**src/wpm_pkg.sv**
```systemverilog
`default_nettype none
package wpm_pkg;

  localparam int MAX_PATTERN    = 64;
  localparam int POSITION_WIDTH = 24;
  localparam int SYM_WIDTH      = 5;
  localparam int PIDX_WIDTH     = 6;
  localparam int LEN_WIDTH      = 7;
  localparam int ACT_WIDTH      = 2;
  localparam int CELL_IDX_WIDTH = (MAX_PATTERN > 1) ? $clog2(MAX_PATTERN) : 1;

  localparam logic [SYM_WIDTH-1:0] SYM_WILD = '0;

  localparam logic [ACT_WIDTH-1:0] ACT_LOAD    = 2'd0;
  localparam logic [ACT_WIDTH-1:0] ACT_TEXT    = 2'd1;
  localparam logic [ACT_WIDTH-1:0] ACT_RESTART = 2'd2;

  typedef struct packed {
    logic [ACT_WIDTH-1:0]  action;
    logic [SYM_WIDTH-1:0]  symbol;
    logic [PIDX_WIDTH-1:0] pattern_index;
  } in_item_t;

  typedef struct packed {
    logic [POSITION_WIDTH-1:0] match_start;
    logic                      matched;
  } out_item_t;

  typedef struct packed {
    logic                 step;
    logic                 clear;
    logic [SYM_WIDTH-1:0] feed_sym;
    logic [SYM_WIDTH-1:0] load_sym;
  } cell_ctrl_t;

  typedef enum logic [1:0] {
    ST_RUN    = 2'b01,
    ST_REPLAY = 2'b10
  } state_e;

endpackage
`default_nettype wire

```
**src/wpm_cell.sv**
```systemverilog
`default_nettype none
module wpm_cell
  import wpm_pkg::*;
(
  input  logic                 clk_i,
  input  logic                 rst_ni,
  input  cell_ctrl_t           ctrl_i,
  input  logic                 load_i,
  input  logic [SYM_WIDTH-1:0] win_i,
  input  logic                 flag_i,
  output logic [SYM_WIDTH-1:0] win_o,
  output logic                 flag_o,
  output logic                 flag_next_o
);

  logic [SYM_WIDTH-1:0] pat_q;
  logic [SYM_WIDTH-1:0] win_q, win_d;
  logic                 flag_q, flag_d;
  logic                 sym_eq;

  // The flag says that the pattern prefix ending at this cell matches the
  // text that ends at the newest symbol.
  assign sym_eq = (pat_q == ctrl_i.feed_sym) || (pat_q == SYM_WILD) ||
                  (ctrl_i.feed_sym == SYM_WILD);

  assign flag_next_o = ctrl_i.step ? (flag_i & sym_eq) : flag_q;

  always_comb begin
    win_d  = win_q;
    flag_d = flag_q;
    if (ctrl_i.clear) begin
      win_d  = SYM_WILD;
      flag_d = 1'b1;
    end else if (ctrl_i.step) begin
      win_d  = win_i;
      flag_d = flag_i & sym_eq;
    end
  end

  always_ff @(posedge clk_i or negedge rst_ni) begin
    if (!rst_ni) begin
      win_q  <= SYM_WILD;
      flag_q <= 1'b1;
    end else begin
      win_q  <= win_d;
      flag_q <= flag_d;
    end
  end

  always_ff @(posedge clk_i) begin
    if (load_i) begin
      pat_q <= ctrl_i.load_sym;
    end
  end

  assign win_o  = win_q;
  assign flag_o = flag_q;

endmodule
`default_nettype wire

```
**src/wildcard_pattern_matcher.sv**
```systemverilog
`default_nettype none
// An accepted text symbol gives a result, the window start and the match flag, once the text
// since the last restart is at least as long as the pattern; the result is registered and shown
// in the next cycle. Loads, restarts and unused actions give no result. A row of 64 cells holds
// the text window, the pattern and one running match flag per pattern prefix, all stepped
// together. After a pattern load not followed by a restart, the first following text symbol is
// stalled while the window is rotated once through the row to rebuild the flags against the new
// pattern; further text symbols then run at one per cycle while the output is not stalled.
module wildcard_pattern_matcher
  import wpm_pkg::*;
(
  input  logic                 clk_i,
  input  logic                 rst_ni,
  input  logic                 in_valid_i,
  output logic                 in_stall_o,
  input  in_item_t             in_data_i,
  output logic                 out_valid_o,
  input  logic                 out_stall_i,
  output out_item_t            out_data_o,
  input  logic                 cfg_we_i,
  input  logic [LEN_WIDTH-1:0] cfg_data_i
);

  state_e                    state_q, state_d;
  logic                      dirty_q, dirty_d;
  logic [CELL_IDX_WIDTH-1:0] rep_cnt_q, rep_cnt_d;
  logic [LEN_WIDTH-1:0]      len_q;
  logic [POSITION_WIDTH-1:0] cnt_q, cnt_d;
  logic                      out_valid_q, out_valid_d;
  out_item_t                 out_q, out_d;

  logic                      in_acc, is_text, is_load, is_restart, is_replay;
  logic                      out_busy;
  logic [LEN_WIDTH-1:0]      len_eff;
  logic [CELL_IDX_WIDTH-1:0] sel_idx;
  cell_ctrl_t                ctrl;

  logic [SYM_WIDTH-1:0]      win   [MAX_PATTERN];
  logic [MAX_PATTERN-1:0]    flag;
  logic [MAX_PATTERN-1:0]    flag_next;
  logic [MAX_PATTERN-1:0]    load_en;

  assign is_replay  = (state_q == ST_REPLAY);
  assign out_busy   = out_valid_q & out_stall_i;
  assign in_stall_o = is_replay | out_busy |
                      (dirty_q & in_valid_i & (in_data_i.action == ACT_TEXT));
  assign in_acc     = in_valid_i & ~in_stall_o;
  assign is_text    = in_acc & (in_data_i.action == ACT_TEXT);
  assign is_load    = in_acc & (in_data_i.action == ACT_LOAD);
  assign is_restart = in_acc & (in_data_i.action == ACT_RESTART);

  always_comb begin
    if (len_q == '0) begin
      len_eff = LEN_WIDTH'(1);
    end else if (int'(len_q) > MAX_PATTERN) begin
      len_eff = LEN_WIDTH'(MAX_PATTERN);
    end else begin
      len_eff = len_q;
    end
  end

  assign sel_idx = CELL_IDX_WIDTH'(len_eff - LEN_WIDTH'(1));

  assign ctrl.step     = is_text | is_replay;
  assign ctrl.clear    = is_restart;
  assign ctrl.feed_sym = is_replay ? win[MAX_PATTERN-1] : in_data_i.symbol;
  assign ctrl.load_sym = in_data_i.symbol;

  for (genvar j = 0; j < MAX_PATTERN; j++) begin : g_cell
    logic [SYM_WIDTH-1:0] win_in;
    logic                 flag_in;

    if (j == 0) begin : g_head
      assign win_in  = ctrl.feed_sym;
      assign flag_in = 1'b1;
    end else begin : g_body
      assign win_in  = win[j-1];
      assign flag_in = flag[j-1];
    end

    assign load_en[j] = is_load && (int'(in_data_i.pattern_index) == j);

    wpm_cell u_cell (
      .clk_i       (clk_i),
      .rst_ni      (rst_ni),
      .ctrl_i      (ctrl),
      .load_i      (load_en[j]),
      .win_i       (win_in),
      .flag_i      (flag_in),
      .win_o       (win[j]),
      .flag_o      (flag[j]),
      .flag_next_o (flag_next[j])
    );
  end

  always_comb begin
    state_d   = state_q;
    dirty_d   = dirty_q;
    rep_cnt_d = rep_cnt_q;
    unique case (state_q)
      ST_RUN: begin
        if (in_valid_i && dirty_q && !out_busy && (in_data_i.action == ACT_TEXT)) begin
          state_d   = ST_REPLAY;
          rep_cnt_d = '0;
        end
      end
      ST_REPLAY: begin
        rep_cnt_d = rep_cnt_q + CELL_IDX_WIDTH'(1);
        if (rep_cnt_q == CELL_IDX_WIDTH'(MAX_PATTERN - 1)) begin
          state_d = ST_RUN;
          dirty_d = 1'b0;
        end
      end
      default: begin
        state_d = ST_RUN;
      end
    endcase
    if (is_load) begin
      dirty_d = 1'b1;
    end else if (is_restart) begin
      dirty_d = 1'b0;
    end
  end

  always_comb begin
    cnt_d       = cnt_q;
    out_valid_d = out_valid_q & out_stall_i;
    out_d       = out_q;
    if (is_restart) begin
      cnt_d = '0;
    end else if (is_text) begin
      if (cnt_q != '1) begin
        cnt_d = cnt_q + POSITION_WIDTH'(1);
      end
      if (cnt_d >= POSITION_WIDTH'(len_eff)) begin
        out_valid_d       = 1'b1;
        out_d.match_start = cnt_d - POSITION_WIDTH'(len_eff) + POSITION_WIDTH'(1);
        out_d.matched     = flag_next[sel_idx];
      end
    end
  end

  always_ff @(posedge clk_i or negedge rst_ni) begin
    if (!rst_ni) begin
      state_q     <= ST_RUN;
      dirty_q     <= 1'b0;
      rep_cnt_q   <= '0;
      len_q       <= LEN_WIDTH'(1);
      cnt_q       <= '0;
      out_valid_q <= 1'b0;
    end else begin
      state_q     <= state_d;
      dirty_q     <= dirty_d;
      rep_cnt_q   <= rep_cnt_d;
      cnt_q       <= cnt_d;
      out_valid_q <= out_valid_d;
      if (cfg_we_i) begin
        len_q <= cfg_data_i;
      end
    end
  end

  always_ff @(posedge clk_i) begin
    out_q <= out_d;
  end

  assign out_valid_o = out_valid_q;
  assign out_data_o  = out_q;

endmodule
`default_nettype wire

```
**config.mk**
```make
export PLATFORM = sky130hd
export DESIGN_NAME = wildcard_pattern_matcher
export DESIGN_NICKNAME = d
export VERILOG_FILES = /design/src/wpm_pkg.sv /design/src/wpm_cell.sv /design/src/wildcard_pattern_matcher.sv
export SDC_FILE = /design/constraint.sdc
export NUM_CORES = 1
export LEC_CHECK = 0
export BUFFER_PORTS_ARGS = -buffer_cell sky130_fd_sc_hd__buf_2
export CORE_MARGIN = 8
export CORE_UTILIZATION = 55
export DETAILED_ROUTE_END_ITERATION = 16
export MAX_ROUTING_LAYER = met4
export PLACE_DENSITY_LB_ADDON = 0.2
export SLEW_MARGIN = 10
export SYNTH_ARGS = -nofsm -noshare
export SYNTH_HDL_FRONTEND = slang
export SYNTH_SLANG_ARGS = --single-unit
export TNS_END_PERCENT = 50
```
**constraint.sdc**
```tcl
create_clock -name clk_i -period 6.2 [get_ports clk_i]
set_clock_uncertainty 0.05 [all_clocks]
set_input_delay 1.86 -clock clk_i [delete_from_list [all_inputs] [get_ports clk_i]]
set_output_delay 1.86 -clock clk_i [all_outputs]
set_load 0.01 [all_outputs]
```
### Word-level counts from Yosys, hierarchy flattened

Index checks and enable logic that the tools add are counted.

* add/sub/neg operators: 5
* order comparisons: 3
* equality and inequality tests: 135
* multiplexer cells: 278
* bitwise operators: 75
* reduce and logical (&&, ||, !) cells: 273

Operators by type and width (number)
* $mux W5: 129
* $logic_not A5 Y1: 65
* $eq A5 B5 Y1: 64
* $eq A6 B6 Y1 const B: 33
* $mux W1: 136
* $logic_or A1 B1 Y1: 128
* $mux W24: 5
* $eq A6 B5 Y1 const B: 16
* $and A1 B1 Y1: 70
* $logic_and A1 B1 Y1: 67
* $add A24 B1 Y24 const B: 2
* $eq A6 B4 Y1 const B: 8
* $eq A6 B3 Y1 const B: 4
* $ge A24 B7 Y1: 1
* $ne A24 B24 Y1 const B: 1
* $sub A24 B7 Y24: 1
* $mux W7: 2
* $eq A6 B2 Y1 const B: 2
* $pmux W6 S2: 1
* $gt A7 B7 Y1 const B: 1
* $logic_not A7 Y1: 1
* $lt A6 B7 Y1 const B: 1
* $add A6 B1 Y6 const B: 1
* $bmux W1 S6: 1
* other kinds (18): 29

* register bits after elaboration: 770
* input bits: 25
* word-level logic and storage cells: 969

### Logic depth before layout (Yosys ltp)

* depth after elaboration: 12
* mapped depth: 21

### By module

A second synthesis with hierarchy kept.

* cell total of the unflattened synthesis: 3037
* area, all modules: 37643.6 µm²

Modules (own cells, without submodules)
* wpm_cell: times used 64, cells each 37, area each 498.0 µm², seq. area each 301.5 µm²
* wildcard_pattern_matcher: times used 1, cells each 669, area each 5773.0 µm², seq. area each 1779.2 µm²

### Worst setup path before layout

No wires, ideal clock.

* kind: register -> register
* from: register cnt_q[18]
* to: register out_q, in the netlist out_data_o[24], data pin
* arrival time: 4481 ps
* setup slack: 1412 ps
* cell stages (with the launch flop): 22
* path buffers: 1
* path through: dfrtp_1 -> buf_2 -> nand4_2 -> or3_4 -> nor4_4 -> mux2i_1 -> inv_1 -> ha_1 -> inv_1 -> ha_1 -> inv_1 -> fa_1 -> nand2b_1 -> a211oi_1 -> o2111ai_1 -> a311o_1 -> a21o_1 -> a2111o_1 -> nand3_1 -> nor3_1 -> a21oi_1 -> xnor2_1

* cells in the longest elaborated chain, start to end: 6

RTL lines
* start: declaration: line wildcard_pattern_matcher.sv:28 `logic [POSITION_WIDTH-1:0] cnt_q, cnt_d;`
* start signal: assignment: line wildcard_pattern_matcher.sv:155 `cnt_q <= cnt_d;`
* $add A24 B1 Y24 / $ne A24 B24 Y1 (equally long branches): line wildcard_pattern_matcher.sv:133, wildcard_pattern_matcher.sv:132
* $mux W24 (*): line wildcard_pattern_matcher.sv:132 `if (cnt_q != '1) begin`
* $mux W24 (*): line wildcard_pattern_matcher.sv:131 `end else if (is_text) begin`
* $mux W24 (*): line wildcard_pattern_matcher.sv:129 `if (is_restart) begin`
* $sub A24 B7 Y24 (*): line wildcard_pattern_matcher.sv:137 `out_d.match_start = cnt_d - POSITION_WIDTH'(len_eff) + POSITION_WIDTH'(1);`
* $add A24 B1 Y24 (*): line wildcard_pattern_matcher.sv:137
* end signal: assignment: line wildcard_pattern_matcher.sv:164 `out_q <= out_d;`
* end: declaration: line wildcard_pattern_matcher.sv:30 `out_item_t out_q, out_d;`

Mark *: on every way between the ends. The rest lies on a longest branch, timed or not. The select of a mux whose other input is x is not followed.
A chain may end at the register's enable or synchronous reset.

### Worst setup path in the final report

Same ends and word-level chain as after synthesis.

==> key figures <==
Outcome
  – Status: finished, final reports clean

Critical path
  – Slowest CP cell: nor4_4
  – Critical Path Max Stage Delay: roughly 0.48 ns
  – Req. time, crit path: 6.52 ns
  – CP Capture Type: flop
  – Worst path bufs/invs: 3
  – Critical setup path kind: reg2reg
  – Kind of cell adding the most delay to the critical path: compound AO/OA/AOI/OAI gates
  – Startpoint types: flop
  – Critical Path Most Common Cell: inv_1
  – Worst-path cell chain: nand4_2, or3_4, nor4_4, mux2i_1, inv_1, ha_1, inv_1, ha_1, inv_1, fa_1, nand2b_1, a211oi_1, o2111ai_1, a311o_1, a21o_1, a2111o_1, nand3_1, nor3_1, a21oi_1, xnor2_1
  – Critical path fanouts, max: 8
  – Worst EP arrival: between 5 and 6 ns

Synthesis
  – Post-synth top cells: 873 x nand2_1, 430 x a21oi_1, 359 x dfrtp_1
  – Post-Syn Instances: 3,754
  – Top cells by area, synth: edfxtp_1 28%, dfrtp_1 24%, nand2_1 8.8%
  – Synth Warn #: 0
  – Ys async rst share: 55.2%
  – Commonest register cell after synthesis: dfrtp_1
  – Post-synthesis cell area: 37,400 µm²
  – Post-synth top area share: 27.7%
  – Syn nets: about 3,800
  – Cell taking the most area after synthesis: edfxtp_1
  – Number of flops mapped to enable cells by yosys: between 300 and 400
  – Register area share after synthesis: 56.3%
  – Most common cell in the netlist: nand2_1
  – Syn avg cell area: 9.96 µm²
  – Seq cells post-synth: 770
  – Unique cell type count in the Yosys netlist: 89

Detailed routing
  – Final ANT Viol Nets: 0
  – Avg WL per Cell: 21.6 µm
  – Vias per inst: 6.19
  – Drc violations: 0
  – Pre-Repair DR Iteration Count: 6
  – Routed WL: 101,000 µm
  – Vias: between 20,000 and 30,000
  – Drt first-iter violations: 3,530

Global routing
  – Vias in the first global route: 27,700
  – Largest net degree at the start of global routing: 251
  – Congestion Overflow GR: 0
  – Total track usage: 26.4%
  – Global-route wire length before repair: ~160,000 µm
  – Initial antenna violation count: 1

Power
  – P_leak: 16.0 nW
  – Total chip power: 11.8 mW
  – VDD IR max: 0.265 mV
  – P per Cell Area: around 290 nW/µm²

Die
  – Die Wd: 277 µm
  – DIE AREA: about 77,000 µm²
  – Starting density of the core: 55.6%
  – # rows: 95
  – DIE HEIGHT: 277 µm
  – Floorplan core area: 67,300 µm²
  – Top Ports: 52

CTS
  – Max clock buf depth: 3
  – Post-CTS Setup Bufs: 0
  – Cts bufs inserted: between 80 and 90
  – CTS resizes: 0
  – Clock root buffer: clkbuf_16
  – Clock Latency Late Sink: ~0.64 ns
  – CTS sink count: 770
  – Hold Buf Count CTS: 0
  – CTS tree: yes
  – H-tree depth: 3
  – Clock Pin Slew Worst Setup and Hold Paths: about 0.06 ns

Placement
  – Dpl hpwl: roughly 64,000 µm
  – Setup WS pre-CTS: 0.513 ns
  – IO buf count: 51
  – Routability cong.: around 1.0
  – Post-placement cell count: 4,524
  – DP Area: 38,600 µm²

Cells and area
  – Reg area: between 20,000 and 25,000 µm²
  – Multi-input logic area: around 15,000 µm²
  – Nets: 3,808
  – Post-route cell area: ~41,000 µm²
  – Fin util: 61.4%
  – Fraction of layout cells with a size suffix above 1: 10.2%
  – P&R area growth vs syn: 10.5%
  – Non-Filler Instances: 4,674
  – FILL cells: 5,499

Timing
  – Setup TNS: 0 ns
  – Min Hold Slack: 0.443 ns
  – Final Max Tran Viols: 0
  – Endpoints failing setup: 0
  – Slew HR: 13.9%
  – Count of final hold-check violations: 0
  – RSZ-0062 raised after global routing: no
  – Fmax: 187 MHz
  – Final worst slack: around 0.84 ns
  – Worst Tran Pin Value: 1.29 ns
  – Min cycle time layout: 5.36 ns
  – Final period util: 86.4%

Min path
  – HP Class: reg2reg

Run
  – Max cap viols: 0
routing by layer:
metal	up-vias	track usage (%)	wire length (µm)
met4	0	11.5	4700
met3	329	5.48	10300
met5	-	-	0
li1	13200	-	-
met1	13900	35.4	41700
met2	1431	38.9	44200
sequential cells by signal, indices dropped and copies added, names as in the netlist:
signal,cells
g_cell.u_cell.pat_q,320
g_cell.u_cell.win_o,320
g_cell.u_cell.flag_o,64
out_data_o,25
cnt_q,24
len_q,7
rep_cnt_q,6
state_q,2
dirty_q,1
out_valid_o,1
layout by cell type (no fill, tap or decap), types with 14 or more instances in the layout:
cell type	count
nor2b_1	14
dfrtp_1	359
edfxtp_1	345
o221ai_1	36
nand2_1	873
buf_4	77
or2_2	19
clkinv_2	18
a211oi_1	30
xor2_1	95
or4_1	42
inv_1	94
a221oi_1	37
a2bb2oi_1	16
nor2_1	210
clkbuf_16	83
nand2b_1	26
a21oi_1	428
o31ai_1	14
o22ai_1	45
o2111ai_1	16
buf_2	48
nor4_1	36
xnor2_1	153
mux2i_1	18
or3_1	22
nand3_1	66
ha_1	46
a31oi_1	18
o21ai_0	103
nor3_1	63
dfstp_2	66
nand4_1	16
power breakdown:
part | internal (mW) | switching, mW
registers | 5.59 | 0.123
logic | 0.416 | 0.813
clock network | 2.83 | 2.06
total | 8.83 | 3.00
cell type report:
class | count | area share [%]
antenna | 1 | 0.00605
clock buffer | 107 | 5.53
clock inverter | 42 | 1.03
inverter | 99 | 0.899
multi-input combinational | 2643 | 36.3
sequential | 770 | 51.0
tap | 873 | 2.64
timing repair buffer | 139 | 2.65
final timing paths:
path / cells past startpoint / to / slack (ns) / start
max in group asynchronous: 2 / g_cell[11].u_cell.win_o[1] / 3.63 / rst_ni
min in group asynchronous: 1 / cnt_q[8] / 1.17 / rst_ni
worst max-delay path: 20 / out_data_o[24] / 0.84 / cnt_q[18]
worst max register to register: 20 / out_data_o[24] / 0.84 / cnt_q[18]
worst min-delay path: 2 / g_cell[18].u_cell.win_o[1] / 0.44 / g_cell[17].u_cell.win_o[1]
worst min register to register: 2 / g_cell[18].u_cell.win_o[1] / 0.44 / g_cell[17].u_cell.win_o[1]
logic make-up (layout without fill, tap and decap cells):
| group | after synthesis | in the layout | share of synthesized area [%] |
|---|---|---|---|
| mux | 30 | 30 | 0.910 |
| buf+inv | 341 | 387 | 3.79 |
| simple gates | 1436 | 1436 | 16.7 |
| flops | 770 | 770 | 56.3 |
| xor+xnor | 249 | 249 | 5.85 |
| fa+ha+maj | 49 | 49 | 1.70 |
| other cells | 0 | 1 | 0 |
| compound gates | 879 | 879 | 14.7 |
worst register-to-register path: stages (launching register included):
cell and delay [ns]:
dfrtp_1 0.46, nand4_2 0.13, or3_4 0.42, nor4_4 0.48, mux2i_1 0.33, inv_1 0.07, ha_1 0.30, inv_1 0.06
ha_1 0.15, inv_1 0.06, fa_1 0.45, nand2b_1 0.18, a211oi_1 0.31, o2111ai_1 0.24, a311o_1 0.39, a21o_1 0.22
a2111o_1 0.37, nand3_1 0.13, nor3_1 0.06, a21oi_1 0.14, xnor2_1 0.08
No activity file was read; power rests on OpenSTA's default activity.
